## src/rrack_pkg.sv

```systemverilog
package rrack_pkg;

  localparam int unsigned SEQ_W          = 32;
  localparam int unsigned LEN_W          = 9;
  localparam int unsigned KIND_W         = 2;
  localparam int unsigned WINDOW_DEF     = 16;
  localparam int unsigned MAX_LENGTH_DEF = 500;

  typedef enum logic [KIND_W-1:0] {
    KIND_ACK     = 2'd0,
    KIND_DELIVER = 2'd1,
    KIND_DROP    = 2'd2
  } kind_e;

  typedef enum logic [2:0] {
    ST_CLEAR,
    ST_IDLE,
    ST_CLASSIFY,
    ST_CHECK,
    ST_READ,
    ST_LOOK,
    ST_DELIVER
  } state_e;

  // one slot of the reorder store
  typedef struct packed {
    logic             mark;
    logic [LEN_W-1:0] len;
  } entry_t;

  typedef struct packed {
    kind_e            kind;
    logic [SEQ_W-1:0] seq;
    logic [LEN_W-1:0] len;
    logic             dup;
    logic             last;
  } result_t;

endpackage

```

## src/rrack_ifs.sv

```systemverilog
interface rrack_pkt_if import rrack_pkg::*; ();
  logic             valid;
  logic             ready;
  logic [SEQ_W-1:0] seq_number;
  logic [LEN_W-1:0] payload_length;

  modport source (output valid, output seq_number, output payload_length, input ready);
  modport sink (input valid, input seq_number, input payload_length, output ready);
endinterface

interface rrack_res_if import rrack_pkg::*; ();
  logic              valid;
  logic              ready;
  logic [KIND_W-1:0] result_kind;
  logic [SEQ_W-1:0]  seq_field;
  logic [LEN_W-1:0]  length_field;
  logic              duplicate;
  logic              last;

  modport source (output valid, output result_kind, output seq_field, output length_field,
                  output duplicate, output last, input ready);
  modport sink (input valid, input result_kind, input seq_field, input length_field,
                input duplicate, input last, output ready);
endinterface

```

## src/rrack_ram.sv

```systemverilog
module rrack_ram #(
  parameter int unsigned WIDTH = 8,
  parameter int unsigned DEPTH = 16,
  localparam int unsigned AW   = (DEPTH > 1) ? $clog2(DEPTH) : 1
) (
  input  logic             clk_i,
  input  logic             we_i,
  input  logic [AW-1:0]    waddr_i,
  input  logic [WIDTH-1:0] wdata_i,
  input  logic             re_i,
  input  logic [AW-1:0]    raddr_i,
  output logic [WIDTH-1:0] rdata_o
);

  logic [WIDTH-1:0] mem_q [DEPTH];
  logic [WIDTH-1:0] rdata_q;

  always_ff @(posedge clk_i) begin
    if (we_i) begin
      mem_q[waddr_i] <= wdata_i;
    end
    if (re_i) begin
      rdata_q <= mem_q[raddr_i];
    end
  end

  assign rdata_o = rdata_q;

endmodule

```

## src/rrack_outreg.sv

```systemverilog
module rrack_outreg import rrack_pkg::*; (
  input  logic       clk_i,
  input  logic       rst_ni,
  input  logic       push_i,
  input  result_t    res_i,
  output logic       free_o,
  rrack_res_if.source res_o
);

  logic    valid_q, valid_d;
  result_t data_q, data_d;

  assign free_o = !valid_q || res_o.ready;

  always_comb begin
    valid_d = valid_q;
    data_d  = data_q;
    if (push_i) begin
      valid_d = 1'b1;
      data_d  = res_i;
    end else if (res_o.ready) begin
      valid_d = 1'b0;
    end
  end

  always_ff @(posedge clk_i or negedge rst_ni) begin
    if (!rst_ni) begin
      valid_q <= 1'b0;
      data_q  <= '0;
    end else begin
      valid_q <= valid_d;
      data_q  <= data_d;
    end
  end

  assign res_o.valid        = valid_q;
  assign res_o.result_kind  = data_q.kind;
  assign res_o.seq_field    = data_q.seq;
  assign res_o.length_field = data_q.len;
  assign res_o.duplicate    = data_q.dup;
  assign res_o.last         = data_q.last;

endmodule

```

## src/rrack_ctrl.sv

```systemverilog
module rrack_ctrl import rrack_pkg::*; #(
  parameter int unsigned WINDOW     = WINDOW_DEF,
  parameter int unsigned MAX_LENGTH = MAX_LENGTH_DEF
) (
  input  logic      clk_i,
  input  logic      rst_ni,
  rrack_pkt_if.sink pkt_i,
  input  logic      cfg_we_i,
  input  logic      cfg_wdata_i,
  input  logic      free_i,
  output logic      push_o,
  output result_t   res_o
);

  localparam int unsigned SW = $clog2(WINDOW);
  localparam int unsigned EW = $bits(entry_t);

  state_e state_q, state_d;

  logic [SEQ_W-1:0] seq_q, ne_q, off;
  logic [LEN_W-1:0] len_q, len_in, cur_len_q;
  logic [SW-1:0]    ns_q, ns_next, slot, slot_q, clr_q;
  logic [SW:0]      slot_sum;
  logic             below, beyond, below_q, beyond_q;
  logic             dup_q, ack0_pend_q, fwd_q, mode_q;
  logic             accept, eff_mark;

  logic          ram_we, ram_re;
  logic [SW-1:0] ram_waddr, ram_raddr;
  entry_t        ram_wdata, rd_ent;
  logic [EW-1:0] ram_rdata;

  rrack_ram #(
    .WIDTH(EW),
    .DEPTH(WINDOW)
  ) u_store (
    .clk_i  (clk_i),
    .we_i   (ram_we),
    .waddr_i(ram_waddr),
    .wdata_i(ram_wdata),
    .re_i   (ram_re),
    .raddr_i(ram_raddr),
    .rdata_o(ram_rdata)
  );

  assign rd_ent   = entry_t'(ram_rdata);
  // a read that met a clear of the same slot returned the stale mark
  assign eff_mark = rd_ent.mark && !fwd_q;

  assign pkt_i.ready = (state_q == ST_IDLE);
  assign accept      = pkt_i.valid && pkt_i.ready;
  assign len_in      = (32'(pkt_i.payload_length) > 32'(MAX_LENGTH)) ?
                       LEN_W'(MAX_LENGTH) : pkt_i.payload_length;

  // window position; off fits in SW bits whenever the packet is in window
  assign below    = seq_q < ne_q;
  assign off      = seq_q - ne_q;
  assign beyond   = !below && (off >= 32'(WINDOW));
  assign slot_sum = {1'b0, ns_q} + {1'b0, off[SW-1:0]};
  assign slot     = (slot_sum >= (SW+1)'(WINDOW)) ?
                    SW'(slot_sum - (SW+1)'(WINDOW)) : slot_sum[SW-1:0];

  // next_expected wraps to zero past all ones, slot restarts with it
  assign ns_next = (ne_q == '1) ? '0 :
                   ((ns_q == SW'(WINDOW - 1)) ? '0 : ns_q + 1'b1);

  always_comb begin
    state_d = state_q;
    case (state_q)
      ST_CLEAR: begin
        if (clr_q == SW'(WINDOW - 1)) begin
          state_d = ST_IDLE;
        end
      end
      ST_IDLE: begin
        if (accept) begin
          state_d = ST_CLASSIFY;
        end
      end
      ST_CLASSIFY: state_d = ST_CHECK;
      ST_CHECK: begin
        if (!beyond_q) begin
          state_d = ST_READ;
        end else if (push_o) begin
          state_d = ST_IDLE;
        end
      end
      ST_READ: state_d = ST_LOOK;
      ST_LOOK: begin
        if (ack0_pend_q) begin
          state_d = ST_LOOK;
        end else if (eff_mark) begin
          state_d = ST_DELIVER;
        end else if (!mode_q || push_o) begin
          state_d = ST_IDLE;
        end
      end
      ST_DELIVER: begin
        if (push_o) begin
          state_d = ST_LOOK;
        end
      end
      default: state_d = ST_CLEAR;
    endcase
  end

  always_comb begin
    ram_we    = 1'b0;
    ram_waddr = clr_q;
    ram_wdata = '0;
    ram_re    = 1'b0;
    ram_raddr = slot;
    push_o    = 1'b0;
    res_o     = '{kind: KIND_ACK, seq: '0, len: '0, dup: 1'b0, last: 1'b0};
    case (state_q)
      ST_CLEAR: begin
        ram_we = 1'b1;
      end
      ST_CLASSIFY: begin
        ram_re = 1'b1;
      end
      ST_CHECK: begin
        if (beyond_q) begin
          push_o = free_i;
          res_o  = '{kind: KIND_DROP, seq: seq_q, len: '0, dup: 1'b0, last: 1'b1};
        end else if (!below_q && !rd_ent.mark) begin
          ram_we    = 1'b1;
          ram_waddr = slot_q;
          ram_wdata = '{mark: 1'b1, len: len_q};
        end
      end
      ST_READ: begin
        ram_re    = 1'b1;
        ram_raddr = ns_q;
      end
      ST_LOOK: begin
        if (ack0_pend_q) begin
          push_o = free_i;
          res_o  = '{kind: KIND_ACK, seq: seq_q, len: '0, dup: dup_q, last: !eff_mark};
        end else if (eff_mark) begin
          ram_we    = 1'b1;
          ram_waddr = ns_q;
          ram_re    = 1'b1;
          ram_raddr = ns_next;
        end else if (mode_q) begin
          push_o = free_i;
          res_o  = '{kind: KIND_ACK, seq: ne_q - 1'b1, len: '0, dup: dup_q, last: 1'b1};
        end
      end
      ST_DELIVER: begin
        push_o = free_i;
        res_o  = '{kind: KIND_DELIVER, seq: ne_q, len: cur_len_q, dup: dup_q,
                   last: !mode_q && !eff_mark};
      end
      default: begin
      end
    endcase
  end

  always_ff @(posedge clk_i or negedge rst_ni) begin
    if (!rst_ni) begin
      state_q     <= ST_CLEAR;
      clr_q       <= '0;
      seq_q       <= '0;
      len_q       <= '0;
      ne_q        <= '0;
      ns_q        <= '0;
      slot_q      <= '0;
      below_q     <= 1'b0;
      beyond_q    <= 1'b0;
      dup_q       <= 1'b0;
      ack0_pend_q <= 1'b0;
      fwd_q       <= 1'b0;
      cur_len_q   <= '0;
      mode_q      <= 1'b0;
    end else begin
      state_q <= state_d;
      if (cfg_we_i) begin
        mode_q <= cfg_wdata_i;
      end
      if (state_q == ST_CLEAR) begin
        clr_q <= clr_q + 1'b1;
      end
      if (accept) begin
        seq_q <= pkt_i.seq_number;
        len_q <= len_in;
      end
      if (state_q == ST_CLASSIFY) begin
        below_q  <= below;
        beyond_q <= beyond;
        slot_q   <= slot;
        fwd_q    <= 1'b0;
      end
      if (state_q == ST_CHECK) begin
        dup_q       <= below_q || rd_ent.mark;
        ack0_pend_q <= !mode_q;
      end
      if (state_q == ST_READ) begin
        fwd_q <= 1'b0;
      end
      if (state_q == ST_LOOK) begin
        if (ack0_pend_q) begin
          if (push_o) begin
            ack0_pend_q <= 1'b0;
          end
        end else if (eff_mark) begin
          cur_len_q <= rd_ent.len;
          fwd_q     <= (ns_next == ns_q);
        end
      end
      if (state_q == ST_DELIVER && push_o) begin
        ne_q <= ne_q + 1'b1;
        ns_q <= ns_next;
      end
    end
  end

  a_drop_alone: assert property (@(posedge clk_i) disable iff (!rst_ni)
    (push_o && res_o.kind == KIND_DROP) |-> (!res_o.dup && res_o.last))
    else $error("drop result with duplicate flag or not last");

  a_drop_ends: assert property (@(posedge clk_i) disable iff (!rst_ni)
    (push_o && res_o.kind == KIND_DROP) |=> (state_q == ST_IDLE))
    else $error("drop did not end the item");

  a_ne_moves_on_delivery: assert property (@(posedge clk_i) disable iff (!rst_ni)
    !(push_o && res_o.kind == KIND_DELIVER) |=> $stable(ne_q))
    else $error("next expected changed without a delivery");

  a_same_slot_forward: assert property (@(posedge clk_i) disable iff (!rst_ni)
    (ram_we && ram_re && ram_waddr == ram_raddr) |=> fwd_q)
    else $error("same-slot read and write not forwarded");

  a_no_accept_busy: assert property (@(posedge clk_i) disable iff (!rst_ni)
    (state_q != ST_IDLE) |-> !accept)
    else $error("packet taken while an item is in work");

endmodule

```

## src/reorder_receiver_with_ack.sv

```systemverilog
// Flow: after the header transfer an item passes CLASSIFY and CHECK, where a drop is pushed;
//   else READ and LOOK, where a per-packet ack is pushed; each push waits while the output is full.
// Throughput: one header at a time; no new header is taken until the item is done, and each
//   released packet needs a slot store read, then clear and push.
// Reset: asynchronous, active low; next expected number and ack mode clear, then a
//   sweep over all WINDOW slots clears the slot store while no header is taken.
module reorder_receiver_with_ack import rrack_pkg::*; #(
  parameter int unsigned WINDOW     = WINDOW_DEF,
  parameter int unsigned MAX_LENGTH = MAX_LENGTH_DEF
) (
  input  logic        clk_i,
  input  logic        rst_ni,
  rrack_pkt_if.sink   pkt_i,
  rrack_res_if.source res_o,
  input  logic        cfg_we_i,
  input  logic        cfg_wdata_i
);

  logic    free, push;
  result_t res;

  rrack_ctrl #(
    .WINDOW    (WINDOW),
    .MAX_LENGTH(MAX_LENGTH)
  ) u_ctrl (
    .clk_i      (clk_i),
    .rst_ni     (rst_ni),
    .pkt_i      (pkt_i),
    .cfg_we_i   (cfg_we_i),
    .cfg_wdata_i(cfg_wdata_i),
    .free_i     (free),
    .push_o     (push),
    .res_o      (res)
  );

  rrack_outreg u_outreg (
    .clk_i (clk_i),
    .rst_ni(rst_ni),
    .push_i(push),
    .res_i (res),
    .free_o(free),
    .res_o (res_o)
  );

endmodule

```

## src/flat_wrapper.sv

```systemverilog
// flat-port wrapper written by rule: the top's interface ports become plain ports
module reorder_receiver_with_ack_flat import rrack_pkg::*;
#(
  parameter int unsigned WINDOW     = WINDOW_DEF,
  parameter int unsigned MAX_LENGTH = MAX_LENGTH_DEF
)
  (clk_i, rst_ni, cfg_we_i, cfg_wdata_i, pkt_i_valid, pkt_i_seq_number, pkt_i_payload_length, pkt_i_ready, res_o_valid, res_o_result_kind, res_o_seq_field, res_o_length_field, res_o_duplicate, res_o_last, res_o_ready);
  rrack_pkt_if pkt_i_i ();
  rrack_res_if res_o_i ();
  input  logic clk_i;
  input  logic rst_ni;
  input  logic cfg_we_i;
  input  logic cfg_wdata_i;
  input wire logic [$bits(pkt_i_i.valid)-1:0] pkt_i_valid;
  input wire logic [$bits(pkt_i_i.seq_number)-1:0] pkt_i_seq_number;
  input wire logic [$bits(pkt_i_i.payload_length)-1:0] pkt_i_payload_length;
  output wire logic [$bits(pkt_i_i.ready)-1:0] pkt_i_ready;
  output wire logic [$bits(res_o_i.valid)-1:0] res_o_valid;
  output wire logic [$bits(res_o_i.result_kind)-1:0] res_o_result_kind;
  output wire logic [$bits(res_o_i.seq_field)-1:0] res_o_seq_field;
  output wire logic [$bits(res_o_i.length_field)-1:0] res_o_length_field;
  output wire logic [$bits(res_o_i.duplicate)-1:0] res_o_duplicate;
  output wire logic [$bits(res_o_i.last)-1:0] res_o_last;
  input wire logic [$bits(res_o_i.ready)-1:0] res_o_ready;
  assign pkt_i_i.valid = pkt_i_valid;
  assign pkt_i_i.seq_number = pkt_i_seq_number;
  assign pkt_i_i.payload_length = pkt_i_payload_length;
  assign pkt_i_ready = pkt_i_i.ready;
  assign res_o_valid = res_o_i.valid;
  assign res_o_result_kind = res_o_i.result_kind;
  assign res_o_seq_field = res_o_i.seq_field;
  assign res_o_length_field = res_o_i.length_field;
  assign res_o_duplicate = res_o_i.duplicate;
  assign res_o_last = res_o_i.last;
  assign res_o_i.ready = res_o_ready;
  reorder_receiver_with_ack #(.WINDOW(WINDOW), .MAX_LENGTH(MAX_LENGTH)) u_core (.clk_i(clk_i), .rst_ni(rst_ni), .pkt_i(pkt_i_i), .res_o(res_o_i), .cfg_we_i(cfg_we_i), .cfg_wdata_i(cfg_wdata_i));
endmodule
```

## config.mk

```make
export PLATFORM = sky130hd
export DESIGN_NAME = reorder_receiver_with_ack_flat
export DESIGN_NICKNAME = d
export VERILOG_FILES = /design/src/rrack_pkg.sv /design/src/rrack_ifs.sv /design/src/rrack_ram.sv /design/src/rrack_outreg.sv /design/src/rrack_ctrl.sv /design/src/reorder_receiver_with_ack.sv /design/src/flat_wrapper.sv
export SDC_FILE = /design/constraint.sdc
export NUM_CORES = 1
export LEC_CHECK = 0
export BUFFER_PORTS_ARGS = -buffer_cell sky130_fd_sc_hd__buf_4
export CAP_MARGIN = 25
export CELL_PAD_IN_SITES_DETAIL_PLACEMENT = 1
export CELL_PAD_IN_SITES_GLOBAL_PLACEMENT = 1
export CORE_ASPECT_RATIO = 0.5
export CORE_UTILIZATION = 25
export CTS_CLUSTER_DIAMETER = 60
export DETAILED_ROUTE_END_ITERATION = 7
export GPL_TIMING_DRIVEN = 0
export PLACE_DENSITY = 0.47
export SLEW_MARGIN = 40
export SYNTH_ARGS = -nofsm -noshare
export SYNTH_HDL_FRONTEND = slang
export SYNTH_SLANG_ARGS = --single-unit
```

## constraint.sdc

```tcl
create_clock -name clk_i -period 10.7 [get_ports clk_i]
set_input_delay 0.535 -clock clk_i [delete_from_list [all_inputs] [get_ports clk_i]]
set_output_delay 0.535 -clock clk_i [all_outputs]
set_load 0.01 [all_outputs]
```

# ---- Yosys cells after proc, flatten, opt, wreduce, memory -nomap -nowiden
# Memory sizes are Yosys's and may differ from the RTL's. A register that Yosys moved wholly into a read port is not among the register bits.
# Cells that the tools add are included.
dict set report op_classes {
  order_cmp 4
  reduce_logical 21
  shifts 0
  eq_ne 15
  bitwise_logic 1
  muxes 53
  mul 0
  addsub 7
  div 0
}
# operator n
set ops {}
lappend ops {{$pmux W45 S3} 1}
lappend ops {{$mux W43} 3}
lappend ops {{$mux W45} 1}
lappend ops {{$mux W4} 9}
lappend ops {{$add A32 B1 Y32 const B} 1}
lappend ops {{$eq A32 B32 Y1 const B} 1}
lappend ops {{$ge A32 B5 Y1 const B} 1}
lappend ops {{$lt A32 B32 Y1} 1}
lappend ops {{$sub A32 B1 Y32 const B} 1}
lappend ops {{$sub A32 B32 Y32} 1}
lappend ops {{$mux W10} 3}
lappend ops {{$mux W3} 8}
lappend ops {{$mux W1} 21}
lappend ops {{$pmux W3 S7} 1}
lappend ops {{$pmux W4 S2} 2}
lappend ops {{$eq A3 B3 Y1 const B} 3}
lappend ops {{$gt A9 B9 Y1 const B} 1}
lappend ops {{$mux W9} 1}
lappend ops {{$add A4 B1 Y4 const B} 2}
lappend ops {{$eq A4 B4 Y1 const B} 2}
lappend ops {{$logic_not A1 Y1} 7}
lappend ops {{$eq A3 B2 Y1 const B} 2}
lappend ops {{$logic_and A1 B1 Y1} 6}
lappend ops {{$pmux W1 S3} 2}
lappend ops {{17 further kinds} 20}
dict set report totals {
  n_memories 1
  romBits 0
  word_cells 122
  ramBits 160
  latchBits 0
  ff_bits 149
}
# name depth width rd rd_ports_with_merged_regs wr line_no
set memory_table {}
lappend memory_table {u_core.u_ctrl.u_store.mem_q 16 10 1 1 1 rrack_ram.sv:15} ;# logic [WIDTH-1:0] mem_q [DEPTH];

# ---- Logic depth before layout (Yosys ltp)
# Gate-level depths: netlist of run 1.
dict set report logic_depth {
  depth_word 11
  mapped_depth 15
}

# ---- Modules after synthesis
# From an unflattened synthesis of run 1, not the netlist that was laid out.
dict set report unflattened {
  hier_cells 1442
  hier_area_um2 16440.8
}
# mod seq_area_each_um2 instances area_per_inst_um2 cells_each
set modules_own_cells {}
lappend modules_own_cells {rrack_ctrl 2577.5 1 8079.0 1065}
lappend modules_own_cells {rrack_ram 5104.9 1 6453.7 279}
lappend modules_own_cells {rrack_outreg 1151.1 1 1908.1 98}

# ---- Worst setup path before layout of run 1
# OpenSTA, ideal clock, no wires.
dict set report synth_path {
  path_kind {reg2reg}
  from {register u_core.u_ctrl.ne_q[0]}
  to {register u_core.u_ctrl.u_store.rdata_q[8], in the netlist u_core.u_ctrl.u_store.rdata_o[8] (read register of u_core.u_ctrl.u_store.mem_q) (data pin)}
  arrival_ps 3203
  setup_slack_ps 7225
  required_time_ps 10428
  synth_period_minus_slack_ps 3475
  stages_incl_launch_ff 14
  path_cell_list {dfrtp_1 ha_1 fa_1 inv_1 ha_1 a21o_1 a21oi_1 xnor2_1 xnor2_1 a2bb2oi_1 o21ai_2 nand3b_1 o22ai_1 or4_1}
}
dict set report synth_between {
  elab_chain_len 7
  word_cells_on_any_way 10
  cone_classes {3 x add/sub; 1 x order compare; 1 x eq/ne; 5 x mux}
}
# element line_no
set synth_lines {}
lappend synth_lines {{from (decl)} rrack_ctrl.sv:20} ;# logic [SEQ_W-1:0] seq_q, ne_q, off;
lappend synth_lines {{from (signal assigned)} rrack_ctrl.sv:212} ;# ne_q <= ne_q + 1'b1;
lappend synth_lines {{$sub A32 B32 Y32} rrack_ctrl.sv:57} ;# assign off = seq_q - ne_q;
lappend synth_lines {{$add A4 B4 Y5} rrack_ctrl.sv:59} ;# assign slot_sum = {1'b0, ns_q} + {1'b0, off[SW-1:0]};
lappend synth_lines {{$sub A4 B1 Y4 or $ge A5 B5 Y1 (tied branches)} {rrack_ctrl.sv:61, rrack_ctrl.sv:60}}
lappend synth_lines {{$mux W4} rrack_ctrl.sv:60} ;# assign slot = (slot_sum >= (SW+1)'(WINDOW)) ?
lappend synth_lines {{$mux W4} rrack_ctrl.sv:140} ;# end else if (eff_mark) begin
lappend synth_lines {{$mux W4} rrack_ctrl.sv:137} ;# if (ack0_pend_q) begin
lappend synth_lines {{$pmux W4 S2 (*)} rrack_ctrl.sv:115} ;# case (state_q)
lappend synth_lines {{to (decl)} rrack_ram.sv:16} ;# logic [WIDTH-1:0] rdata_q;
# Mark *: on every way between the ends. The rest lies on a longest branch, timed or not.
# A chain may end at the register's enable or synchronous reset.

# ---- Worst setup path in the final report of run 1
dict set report layout_path {
  from {register u_core.u_ctrl.ne_q[0]}
  to {register u_core.u_ctrl.u_store.rdata_q[2], in the netlist u_core.u_ctrl.u_store.rdata_o[2] (read register of u_core.u_ctrl.u_store.mem_q) (data pin)}
}
# Same word-level chain as after synthesis.

==> results of run 1 <==
-- through the flow --
stage               total power [mW]  std cells   util  instance area [um^2]
global route                    6.64       2568  0.304                 19300
global placement                5.01       2500  0.283                 18000
floorplan                       3.91       1536      -                 16200
detailed placement              5.04       2503  0.285                 18100
CTS                             6.31       2567  0.303                 19300
finish                          6.20       2568  0.304                 19300
-- layout by cell type, fill, tap and decap left out, types with 17 or more instances in the layout --
cell type	count
nand2_1	273
edfxtp_1	170
dfrtp_1	149
o21ai_0	105
buf_4	99
mux2i_1	85
a21oi_1	72
inv_1	58
nor2_1	58
o22ai_1	43
xnor2_1	42
clkbuf_1	39
ha_1	39
clkbuf_16	37
nand3_1	31
a221oi_1	21
nand4_1	19
nor3_1	18
nor2_2	17
-- layer usage --
metal,GRT usage,routed length [um],share of wire,up-vias
li1,-,-,-,5880
met5,0,0,0,-
met2,0.272,25200,0.46,170
met4,0.0369,1020,0.019,0
met3,0.0256,1910,0.035,69
met1,0.230,26200,0.48,6250
-- report_power, final --
part	internal, mW	switching [mW]	total (mW)
sequential	1.62	0.183	1.81
combinational	1.21	1.95	3.16
clock	0.684	0.548	1.23
total	3.52	2.68	6.20
-- worst max path at each step --
stage                                       from                                         end  slack (ns)  depth (start not counted)
2_1_floorplan  u_core.u_ctrl.ne_q[0]$_DFFE_PN0P_  u_core.u_ctrl.u_store.rdata_o[8]$_DFFE_PP_        7.22                         13
3_3_place_gp   u_core.u_ctrl.ne_q[0]$_DFFE_PN0P_          u_core.u_ctrl.beyond_q$_DFFE_PN0P_        6.53                         11
3_5_place_dp   u_core.u_ctrl.ne_q[0]$_DFFE_PN0P_          u_core.u_ctrl.beyond_q$_DFFE_PN0P_        6.50                         11
4_1_cts        u_core.u_ctrl.ne_q[0]$_DFFE_PN0P_          u_core.u_ctrl.beyond_q$_DFFE_PN0P_        6.49                         11
5_1_grt        u_core.u_ctrl.ne_q[0]$_DFFE_PN0P_  u_core.u_ctrl.u_store.rdata_o[9]$_DFFE_PP_        6.37                         13
6_report       u_core.u_ctrl.ne_q[0]$_DFFE_PN0P_  u_core.u_ctrl.u_store.rdata_o[2]$_DFFE_PP_        6.52                         13
-- critical path, cell delays in order, from the launching register on --
cell,delay [ns]
dfrtp_1,0.46
ha_1,0.27
fa_1,0.55
inv_1,0.06
ha_1,0.27
a21o_1,0.16
a21oi_1,0.18
xnor2_1,0.11
xnor2_1,0.21
a2bb2oi_1,0.17
o21ai_2,0.20
nand3b_1,0.48
o22ai_1,0.24
or4_1,0.54
-- layout make-up --
type,instances,area share
sequential,319,0.458
clock inverter,18,0.00753
tap,871,0.0565
inverter,58,0.0113
multi-input combinational,1081,0.352
timing repair buffer,98,0.0411
clock buffer,45,0.0511
buffer,78,0.0220
-- logic make-up (layout without fill, tap and decap cells) --
logic type	Yosys count	after routing	synth area share
adders and majority gates	41	41	0.0326
and+or+nand+nor	548	548	0.162
buffers and inverters	136	297	0.0389
xor gates and xnor gates	48	48	0.0260
DFF	319	319	0.546
AOI/OAI and AO/OA	355	355	0.140
muxes	89	89	0.0553
-- registers in the layout, indices dropped and copies added, names as in the netlist, 2 cells and up --
register,cells
u_core.u_ctrl.clr_q,4
u_core.u_ctrl.slot_q,4
u_core.u_outreg.res_o.result_kind,2
u_core.u_ctrl.cur_len_q,9
u_core.u_ctrl.state_q,3
u_core.u_ctrl.ns_q,4
u_core.u_outreg.res_o.length_field,9
u_core.u_ctrl.u_store.mem_q,160
u_core.u_outreg.res_o.seq_field,32
u_core.u_ctrl.seq_q,32
u_core.u_ctrl.len_q,9
u_core.u_ctrl.u_store.rdata_o,10
u_core.u_ctrl.ne_q,32
-- repair_timing --
item | CTS | global route
hold buffers | 1 | 0
endpoints found under the hold margin | 40 | 0
setup endpoints to repair | 0 | 0
==> results.md, run 1 <==
* CP Max Fanout at 10
* Count leader, synth: nand2_1
* Hold_ws at 0.163 ns
* ANT nets after route at 0
* Area of the multi-input gates at 6790 um^2
* Nets at 1,760
* Syn Inst Count at 1,536
* Worst-skew pair later-pin latency at 0.57 ns
* IO buf count at 93
* CTS tree: yes
* CP required at 10.98 ns
* Syn avg cell area at 10.5 um^2
* Sequential-to-total area share from yosys stat at 0.546
* Min-Delay Endpoint: u_core.u_ctrl.seq_q[20]$_DFFE_PN0P_
* Place WS at 6.50 ns
* Detailed-route via count at 12,400
* Post-CTS resize count at 0
* Reg2reg end: u_core.u_ctrl.u_store.rdata_o[2]$_DFFE_PP_
* Yosys reg bits at 319
* Mapped Nets at 1,624
* FF/Latch Area at 8830 um^2
* Postcts setup bufs at 0
* Setup Crit Path Kind: reg -> reg
* Root buffer cell: clkbuf_16
* CTS Buffer Depth at 3
* Setup TNS after final layout at 0 ns
* # setup viols final at 0
* Final setup margin at 6.52 ns
* Top-area cell type share of the netlist area at 0.315
* Die X-Extent at 362 um
* FILL cells at 7,136
* Final hold violations at 0
* Initial core utilization at 0.255
* Core Rows at 65
* Reg2reg start: u_core.u_ctrl.ne_q[0]$_DFFE_PN0P_
* Routability Congestion at 0.857
* FMAX at 0.239 GHz
* Initial antenna violation count at 0
* PwrDens at 321 nW/um^2
* IO Pins at 94
* Leakage power at 7.71 nW
* Synth Warn # at 0
* DRT Wirelength at 54,400 um
* Status: finished clean
* CTS Sinks at 319
* Max cap viols at 0
* Dominant cell type by area after synthesis: edfxtp_1
* Class of the worst hold path: in -> reg
* DR iter-0 viols at 752
* Hold Startpoint: pkt_i_seq_number[20]
* Post-DP HPWL at 40,200 um
* Drt pass-1 iters at 5
* Max-Slew Margin vs Limit at 0.438
* N_diodes at 0
* Worst Hold Depth at 3
* H-tree Lvls at 2
* Post-layout min period at 4.18 ns
* Placeable Area at 63,500 um^2
* R2R cell count at 13
* Routed vias/inst at 4.82
* GRT overflow at 0
* Largest net degree at the start of global routing at 57
* Worst Setup End Kind: flip-flop
* Worst Skew at 0.0203 ns
* Post-Syn Area at 16,200 um^2
* Share of cells above drive strength 1 at 0.144
* All-Layer GR Usage at 0.166
* RSZ-0062 raised after global routing: no
* CTS Buf Count at 36
* EDFF count, synth at 170
* Clock transition at the registers of the reported paths at 0.06 ns
* Top post-synthesis cells by area: edfxtp_1, dfrtp_1, nand2_1
* Die area at 65,800 um^2
* Final worst path period share at 0.391
* Slew @ Worst Pin at 0.841 ns
* Fin. max-slew vios at 0
* Leading cell types by count after synthesis: nand2_1, edfxtp_1, dfrtp_1, o21ai_0, mux2i_1
* Post-synth ARST share at 0.467
* Area Overhead vs Synth at 19.1%
* R2R setup slack at 6.52 ns
* Startpoint types: flip-flop
* Die height at 182 um
* Vias in the first global route at 12,900
* Primary FF master, synth: edfxtp_1
* Crit path arrival time at 4.46 ns
* Peak supply drop at 0.136 mV
* Post-synth cell types at 88
* DRC Markers at 0
* Post-DR wirelength/cell at 21.2 um
* First-pass GRT wire length at 82,900 um
Power figures use the tool's default switching activity.
==> run 2, diff against run 1 <==
==> constraint.sdc (replaced) <==
create_clock -name clk_i -period 4.2 [get_ports clk_i]
set_input_delay 0.21 -clock clk_i [delete_from_list [all_inputs] [get_ports clk_i]]
set_output_delay 0.21 -clock clk_i [all_outputs]
set_load 0.01 [all_outputs]
==> run 2 against run 1 <==
- final cell count increased by 1.8%
- clock power increased to 2.6 times the previous value
- count of clock-buffer cells in the layout unchanged
- combinational power increased to 2.6 times the previous value
- design area increased by 2.6%
- total power increased to 2.6 times the previous value
- worst hold slack got worse by 0.096 ns
- sequential share of layout area decreased by 1.2 points
- sequential power increased to 2.5 times the previous value
- critical endpoint is now u_core.u_ctrl.u_store.rdata_o[9]$_DFFE_PP_
- largest cell class unchanged
==> results.md, run 2 (synthesis gave the netlist of run 1 again) <==
* Place WS at -0.00433 ns (-6.50 ns)
* CTS Sinks at 319 (unchanged)
* All-Layer GR Usage at 0.167 (+0.00103)
* IO Pins at 94 (unchanged)
* Sequential share of power at 0.288 (-0.003)
* Initial antenna violation count at 0 (unchanged)
* Post-layout min period at 4.02 ns (-0.160 ns)
* Most frequent cells in the layout: nand2_1, edfxtp_1, dfrtp_1, o21ai_0, buf_4
* FF/Latch Area at 8830 um^2 (unchanged)
* Detailed-route via count at 12,500 (+1.4%)
* Most common cell after layout, fill and taps aside: nand2_1
* Nets at 1,807 (+2.7%)
* Leakage power at 7.92 nW (+2.7%)
* # setup viols final at 0 (unchanged)
* ANT nets after route at 0 (unchanged)
* Sw power at 6.89 mW (+160%)
* Post-DR wirelength/cell at 20.9 um (-1.2%)
* Clock transition at the registers of the reported paths at 0.06 ns (about the same)
* Internal at 9.11 mW (+160%)
* Fin. max-slew vios at 0 (unchanged)
* Max-Slew Margin vs Limit at 0.437 (-0.00109)
* CTS Buf Count at 36 (unchanged)
* First-pass GRT wire length at 83,600 um (+0.78%)
* Max FFs per register at 160 (unchanged)
* Worst Setup End Kind: flip-flop
* RSZ-0062 raised after global routing: no
* Combinational share of power at 0.516 (+0.006)
* GRT overflow at 0 (unchanged)
* FILL cells at 7,120 (-0.22%)
* Vias in the first global route at 13,100 (+1.5%)
* Hold_ws at 0.0671 ns (-0.0957 ns)
* CTS tree: yes
* Die area at 65,800 um^2 (unchanged)
* Routed vias/inst at 4.80 (-0.42%)
* Die height at 182 um (unchanged)
* N_diodes at 0 (unchanged)
* PwrDens at 808 nW/um^2 (+150%)
* Largest net degree at the start of global routing at 57 (unchanged)
* Class of the worst hold path: in -> reg
* FMAX at 0.249 GHz (+4.0%)
* Die X-Extent at 362 um (unchanged)
* CP Max Fanout at 10 (unchanged)
* Reg2reg start: u_core.u_ctrl.ne_q[0]$_DFFE_PN0P_
* Sw Share at 0.430 (-0.00238)
* Share of cells above drive strength 1 at 0.143 (-0.00101)
* Startpoint types: flip-flop
* Worst-skew pair later-pin latency at 0.57 ns (about the same)
* Largest Register: u_core.u_ctrl.u_store.mem_q
* DR iter-0 viols at 726 (-3.5%)
* Placeable Area at 63,500 um^2 (unchanged)
* Routability Congestion at 0.857 (unchanged)
* Final setup margin at 0.181 ns (-6.34 ns)
* CP required at 4.46 ns (-6.52 ns)
* Max cap viols at 0 (unchanged)
* Setup Crit Path Kind: reg -> reg
* Crit path arrival time at 4.28 ns (-0.18 ns)
* Initial core utilization at 0.255 (unchanged)
* Drt pass-1 iters at 5 (unchanged)
* Final worst path period share at 0.957 (+0.566)
* CTS Buffer Depth at 3 (unchanged)
* H-tree Lvls at 2 (unchanged)
* Area Overhead vs Synth at 22.3%
* Worst Skew at 0.0209 ns (+0.000587 ns)
* Root buffer cell: clkbuf_16
* Clock network power share at 0.196 (-0.003)
* Core Rows at 65 (unchanged)
* Peak supply drop at 0.399 mV (+190%)
* Hold Startpoint: res_o_ready
* Slew @ Worst Pin at 0.843 ns (+0.00163 ns)
* IO buf count at 93 (unchanged)
* DRT Wirelength at 54,700 um (+0.59%)
* Area of the multi-input gates at 6810 um^2 (+0.26%)
* Status: finished clean
* DRC Markers at 0 (unchanged)
* Post-DP HPWL at 40,200 um (unchanged)
* CP Launch Point: u_core.u_ctrl.ne_q[0]$_DFFE_PN0P_
* Final hold violations at 0 (unchanged)
-- run 2: cell count changes in the layout (fill, tap and decap cells not counted), sizes merged --
cell,before,now
buf,128,130
dlygate4sd3,1,46
-- run 2: layer usage --
metal / track usage / wire length [um] / up-vias
met5: 0 / 0 / -
met4: 0.0369 / 1030 / 0
met3: 0.0254 / 1780 / 70
met2: 0.275 / 25400 / 179
met1: 0.231 / 26500 / 6318
li1: - / - / 5975
-- run 2: worst paths after layout --
path / cells after the start / slack [ns] / to
worst max-delay path: 14 / 0.18 / u_core.u_ctrl.u_store.rdata_o[9]$_DFFE_PP_
worst min-delay path: 3 / 0.07 / u_core.u_outreg.res_o.valid$_DFFE_PN0P_
worst max register to register: 14 / 0.18 / u_core.u_ctrl.u_store.rdata_o[9]$_DFFE_PP_
worst min register to register: 2 / 0.43 / u_core.u_ctrl.cur_len_q[2]$_DFFE_PN0P_
max in group asynchronous: 4 / 3.12 / u_core.u_ctrl.ne_q[20]$_DFFE_PN0P_
min in group asynchronous: 2 / 0.13 / u_core.u_ctrl.seq_q[2]$_DFFE_PN0P_
-- run 2: area by class of cell --
class,count,area share
Buffer,78,0.0214
Clock buffer,45,0.0498
Clock inverter,18,0.00733
Inverter,58,0.0110
Multi-Input combinational cell,1081,0.344
Sequential cell,319,0.446
Tap cell,871,0.0551
Timing Repair Buffer,145,0.0649
-- run 2: power by group through the flow --
stage | logic (mW) | registers, mW | clock network [mW]
after CTS | 8.24 | 4.61 | 3.24
final | 8.25 | 4.60 | 3.14
after global routing | 9.06 | 4.69 | 3.38
after global placement | 8.10 | 4.66 | 0
after floorplan | 5.41 | 4.56 | 0
after detailed placement | 8.18 | 4.67 | 0
-- run 2: metrics by stage --
| stage | power, mW | instance area (um^2) | utilization | std cells | setup TNS [ns] |
|---|---|---|---|---|---|
| after global routing | 17.1 | 19800 | 0.312 | 2615 | 0 |
| after global placement | 12.8 | 18000 | 0.283 | 2500 | 0 |
| final | 16.0 | 19800 | 0.312 | 2615 | 0 |
| after detailed placement | 12.8 | 18100 | 0.285 | 2503 | -0.00433 |
| after CTS | 16.1 | 19700 | 0.310 | 2612 | 0 |
| after floorplan | 9.97 | 16200 | - | 1536 | 0 |
-- run 2: worst max-delay path, stage by stage (launching register included) --
cell	delay (ns)
dfrtp_1	0.46
ha_1	0.27
fa_1	0.55
inv_1	0.06
ha_1	0.27
a21o_1	0.16
a21oi_1	0.18
xnor2_1	0.13
xnor2_2	0.19
a2bb2oi_1	0.16
o21ai_2	0.20
nand2b_1	0.17
buf_4	0.17
o22ai_1	0.14
or4_1	0.61
-- run 2: what timing repair did --
item,CTS,global route
hold endpoints to repair,135,0
resized for setup,1,3
endpoints found under the setup margin,1,12
setup buffers,0,2
hold buffers,46,0
==> run 3, diff against run 2 <==
--- a/config.mk
+++ b/config.mk
@@ -8,13 +8,13 @@
 export BUFFER_PORTS_ARGS = -buffer_cell sky130_fd_sc_hd__buf_4
 export CAP_MARGIN = 25
 export CELL_PAD_IN_SITES_DETAIL_PLACEMENT = 1
-export CELL_PAD_IN_SITES_GLOBAL_PLACEMENT = 1
+export CELL_PAD_IN_SITES_GLOBAL_PLACEMENT = 2
 export CORE_ASPECT_RATIO = 0.5
 export CORE_UTILIZATION = 25
 export CTS_CLUSTER_DIAMETER = 60
 export DETAILED_ROUTE_END_ITERATION = 7
 export GPL_TIMING_DRIVEN = 0
-export PLACE_DENSITY = 0.47
+export PLACE_DENSITY = 0.54
 export SLEW_MARGIN = 40
 export SYNTH_ARGS = -nofsm -noshare
 export SYNTH_HDL_FRONTEND = slang
==> run 3 against run 2 <==
- critical path type unchanged
- sequential share of layout area down 0.48 points
- maximum frequency barely moved
- count of clock-buffer cells in the layout stayed put
- non-clock buffer count increased by 1
- global-route usage up 0.59 points
- largest power group unchanged
==> results.md, run 3 (synthesis gave the netlist of run 1 again) <==
* ANT nets after route at 0 (unchanged)
* Slew @ Worst Pin at 0.845 ns (+0.00230 ns)
* Max FFs per register at 160 (unchanged)
* Max cap viols at 0 (unchanged)
* Drt pass-1 iters at 4 (-1)
* Die X-Extent at 362 um (unchanged)
* Reg2reg end: u_core.u_ctrl.u_store.rdata_o[8]$_DFFE_PP_
* Overall Power at 16.4 mW (+2.8%)
* Initial core utilization at 0.255 (unchanged)
* DR iter-0 viols at 783 (+7.9%)
* R2R cell count at 14 (unchanged)
* Peak supply drop at 0.520 mV (+30%)
* Post-DP HPWL at 41,900 um (+4.3%)
* Crit path arrival time at 4.29 ns (about the same)
* Fin. max-slew vios at 0 (unchanged)
* Clock transition at the registers of the reported paths at 0.07 ns (about the same)
* DRT Wirelength at 56,400 um (+3.1%)
* CTS Sinks at 319 (unchanged)
* Placeable Area at 63,500 um^2 (unchanged)
* CP Cell Sequence: ha_1 > fa_1 > inv_1 > ha_1 > a21o_1 > a21oi_1 > xnor2_1 > xnor2_2 > a2bb2oi_1 > o21ai_4 > nand2b_1 > buf_4 > o22ai_1 > or4_1
* PwrDens at 822 nW/um^2 (+1.7%)
* R2R setup slack at 0.18 ns (about the same)
* RSZ-0062 raised after global routing: no
* Area Overhead vs Synth at 23.6%
* Worst Skew at 0.0255 ns (+0.00460 ns)
* Hold_ws at 0.0815 ns (+0.0144 ns)
* Largest Register: u_core.u_ctrl.u_store.mem_q
* Post-layout min period at 4.02 ns (-0.00254 ns)
* GRT overflow at 0 (unchanged)
* Hold Startpoint: res_o_ready
* Most common cell after layout, fill and taps aside: nand2_1
* Placed inst area at 18,100 um^2 (-0.15%)
* Max-Slew Margin vs Limit at 0.435 (-0.00154)
* H-tree Lvls at 2 (unchanged)
* Final Instance Area at 20,000 um^2 (+1.1%)
* Critical Path Most Common Cell: ha_1
* Sequential share of power at 0.280 (-0.008)
* CP Max Fanout at 10 (unchanged)
* Combinational share of power at 0.509 (-0.007)
* Leakage power at 8.00 nW (+1.0%)
* Post-DR wirelength/cell at 21.5 um (+2.8%)
* Most frequent cells in the layout: nand2_1, edfxtp_1, dfrtp_1, o21ai_0, buf_4
* Min-Delay Endpoint: u_core.u_outreg.res_o.valid$_DFFE_PN0P_
* Status: finished clean
* Core Rows at 65 (unchanged)
* Routability Congestion at 0.866 (+1.0%)
* Startpoint types: flip-flop
* CTS tree: yes
* Share of cells above drive strength 1 at 0.151 (+0.00865)
* IO Pins at 94 (unchanged)
* Internal at 9.43 mW (+3.5%)
* Setup Crit Path Kind: reg -> reg
* First-pass GRT wire length at 86,300 um (+3.3%)
* DRC Markers at 0 (unchanged)
* CP required at 4.47 ns (about the same)
* Worst-skew pair later-pin latency at 0.56 ns (about the same)
* All-Layer GR Usage at 0.173 (+0.00590)
* Nets at 1,809 (+0.11%)
* Die height at 182 um (unchanged)
* IO buf count at 93 (unchanged)
* Root buffer cell: clkbuf_16
* Routed vias/inst at 4.81 (+0.39%)
* Sw Share at 0.426 (-0.00400)
* Clock network power share at 0.210 (+0.014)
* Final hold violations at 0 (unchanged)
* CTS Buf Count at 37 (+2.8%)
* # setup viols final at 0 (unchanged)
* CTS Buffer Depth at 3 (unchanged)
* Initial antenna violation count at 0 (unchanged)
* Vias in the first global route at 13,500 (+2.6%)
* Final worst path period share at 0.956 (about the same)
* Worst path slowest cell: fa_1
* Worst Hold Depth at 3 (unchanged)
* Sw power at 7.01 mW (+1.9%)
* Die area at 65,800 um^2 (unchanged)
* Largest net degree at the start of global routing at 59 (+3.5%)
* Worst Setup End Kind: flip-flop
* Max incr delay on CP at 0.55 ns (-0.06 ns)
* Reg2reg start: u_core.u_ctrl.ne_q[0]$_DFFE_PN0P_
* Detailed-route via count at 12,600 (+0.69%)
* Class of the worst hold path: in -> reg
* FMAX at 0.249 GHz (about the same)
-- run 3: changes by cell type in the layout (fill, tap and decap cells not counted), sizes merged --
cell / before / now
buf: 130 / 129
bufinv: 1 / 4
clkbuf: 91 / 93
clkinv: 14 / 8
clkinvlp: 1 / 6
diode: 0 / 2
inv: 60 / 63
-- run 3: power groups by stage --
| stage | sequential [mW] | combinational, mW | clock (mW) |
|---|---|---|---|
| 4_1_cts | 4.63 | 8.28 | 3.60 |
| 2_1_floorplan | 4.56 | 5.41 | 0 |
| 3_5_place_dp | 4.69 | 8.13 | 0 |
| 6_report | 4.61 | 8.38 | 3.46 |
| 3_3_place_gp | 4.66 | 7.99 | 0 |
| 5_1_grt | 4.71 | 9.17 | 3.72 |
-- run 3: through the flow --
step | setup WS (ns) | instances | setup TNS [ns] | util
after floorplan | 0.725 | 1536 | 0 | -
after CTS | 0.0598 | 2617 | 0 | 0.313
final | 0.183 | 2623 | 0 | 0.315
after global placement | -0.345 | 2500 | -0.345 | 0.283
after global routing | 0.0355 | 2621 | 0 | 0.315
after detailed placement | -0.130 | 2502 | -0.154 | 0.285
-- run 3: worst max-delay path, delay by kind of cell (launching register included) --
| kind | cells | cell delay (ns) |
|---|---|---|
| adder cells (fa/ha/maj) | 3 | 1.07 |
| AND/OR/NAND/NOR | 2 | 0.79 |
| buffers and inverters | 2 | 0.27 |
| flip-flops | 1 | 0.46 |
| XOR/XNOR | 2 | 0.32 |
| AO/OA/AOI/OAI | 5 | 0.81 |
-- run 3: worst max path at each step --
stage | startpoint | endpoint | slack [ns] | depth (start not counted)
CTS | u_core.u_ctrl.ne_q[0]$_DFFE_PN0P_ | u_core.u_ctrl.beyond_q$_DFFE_PN0P_ | 0.06 | 11
floorplan | u_core.u_ctrl.ne_q[0]$_DFFE_PN0P_ | u_core.u_ctrl.u_store.rdata_o[8]$_DFFE_PP_ | 0.72 | 13
detailed placement | u_core.u_ctrl.ne_q[0]$_DFFE_PN0P_ | u_core.u_ctrl.beyond_q$_DFFE_PN0P_ | -0.13 | 11
global placement | u_core.u_ctrl.ne_q[0]$_DFFE_PN0P_ | u_core.u_ctrl.beyond_q$_DFFE_PN0P_ | -0.35 | 11
finish | u_core.u_ctrl.ne_q[0]$_DFFE_PN0P_ | u_core.u_ctrl.u_store.rdata_o[8]$_DFFE_PP_ | 0.18 | 14
global route | u_core.u_ctrl.ne_q[0]$_DFFE_PN0P_ | u_core.u_ctrl.u_store.rdata_o[4]$_DFFE_PP_ | 0.04 | 14
-- run 3: final cells by class --
cell class	count	area (um^2)
Sequential cell	319	8830
Tap cell	871	1090
Fill cell	7104	43500
Clock buffer	45	1030
Inverter	58	218
Multi-Input combinational cell	1081	6860
Clock inverter	23	269
Buffer	78	425
Antenna cell	2	5.00
Timing Repair Buffer	146	1280
-- run 3: repair_timing --
action                     4_1_cts  5_1_grt
hold endpoints to repair       191        0
setup endpoints to repair        7       11
buffers inserted                 1        1
hold buffers                    46        0
resized for setup                1        9
-- run 3: metal layers --
layer	GRT usage	up-vias	wire, um
met3	0.0315	62	2360
met1	0.236	6393	26600
li1	-	5993	-
met5	0	-	0
met2	0.283	181	26300
met4	0.0408	0	1180
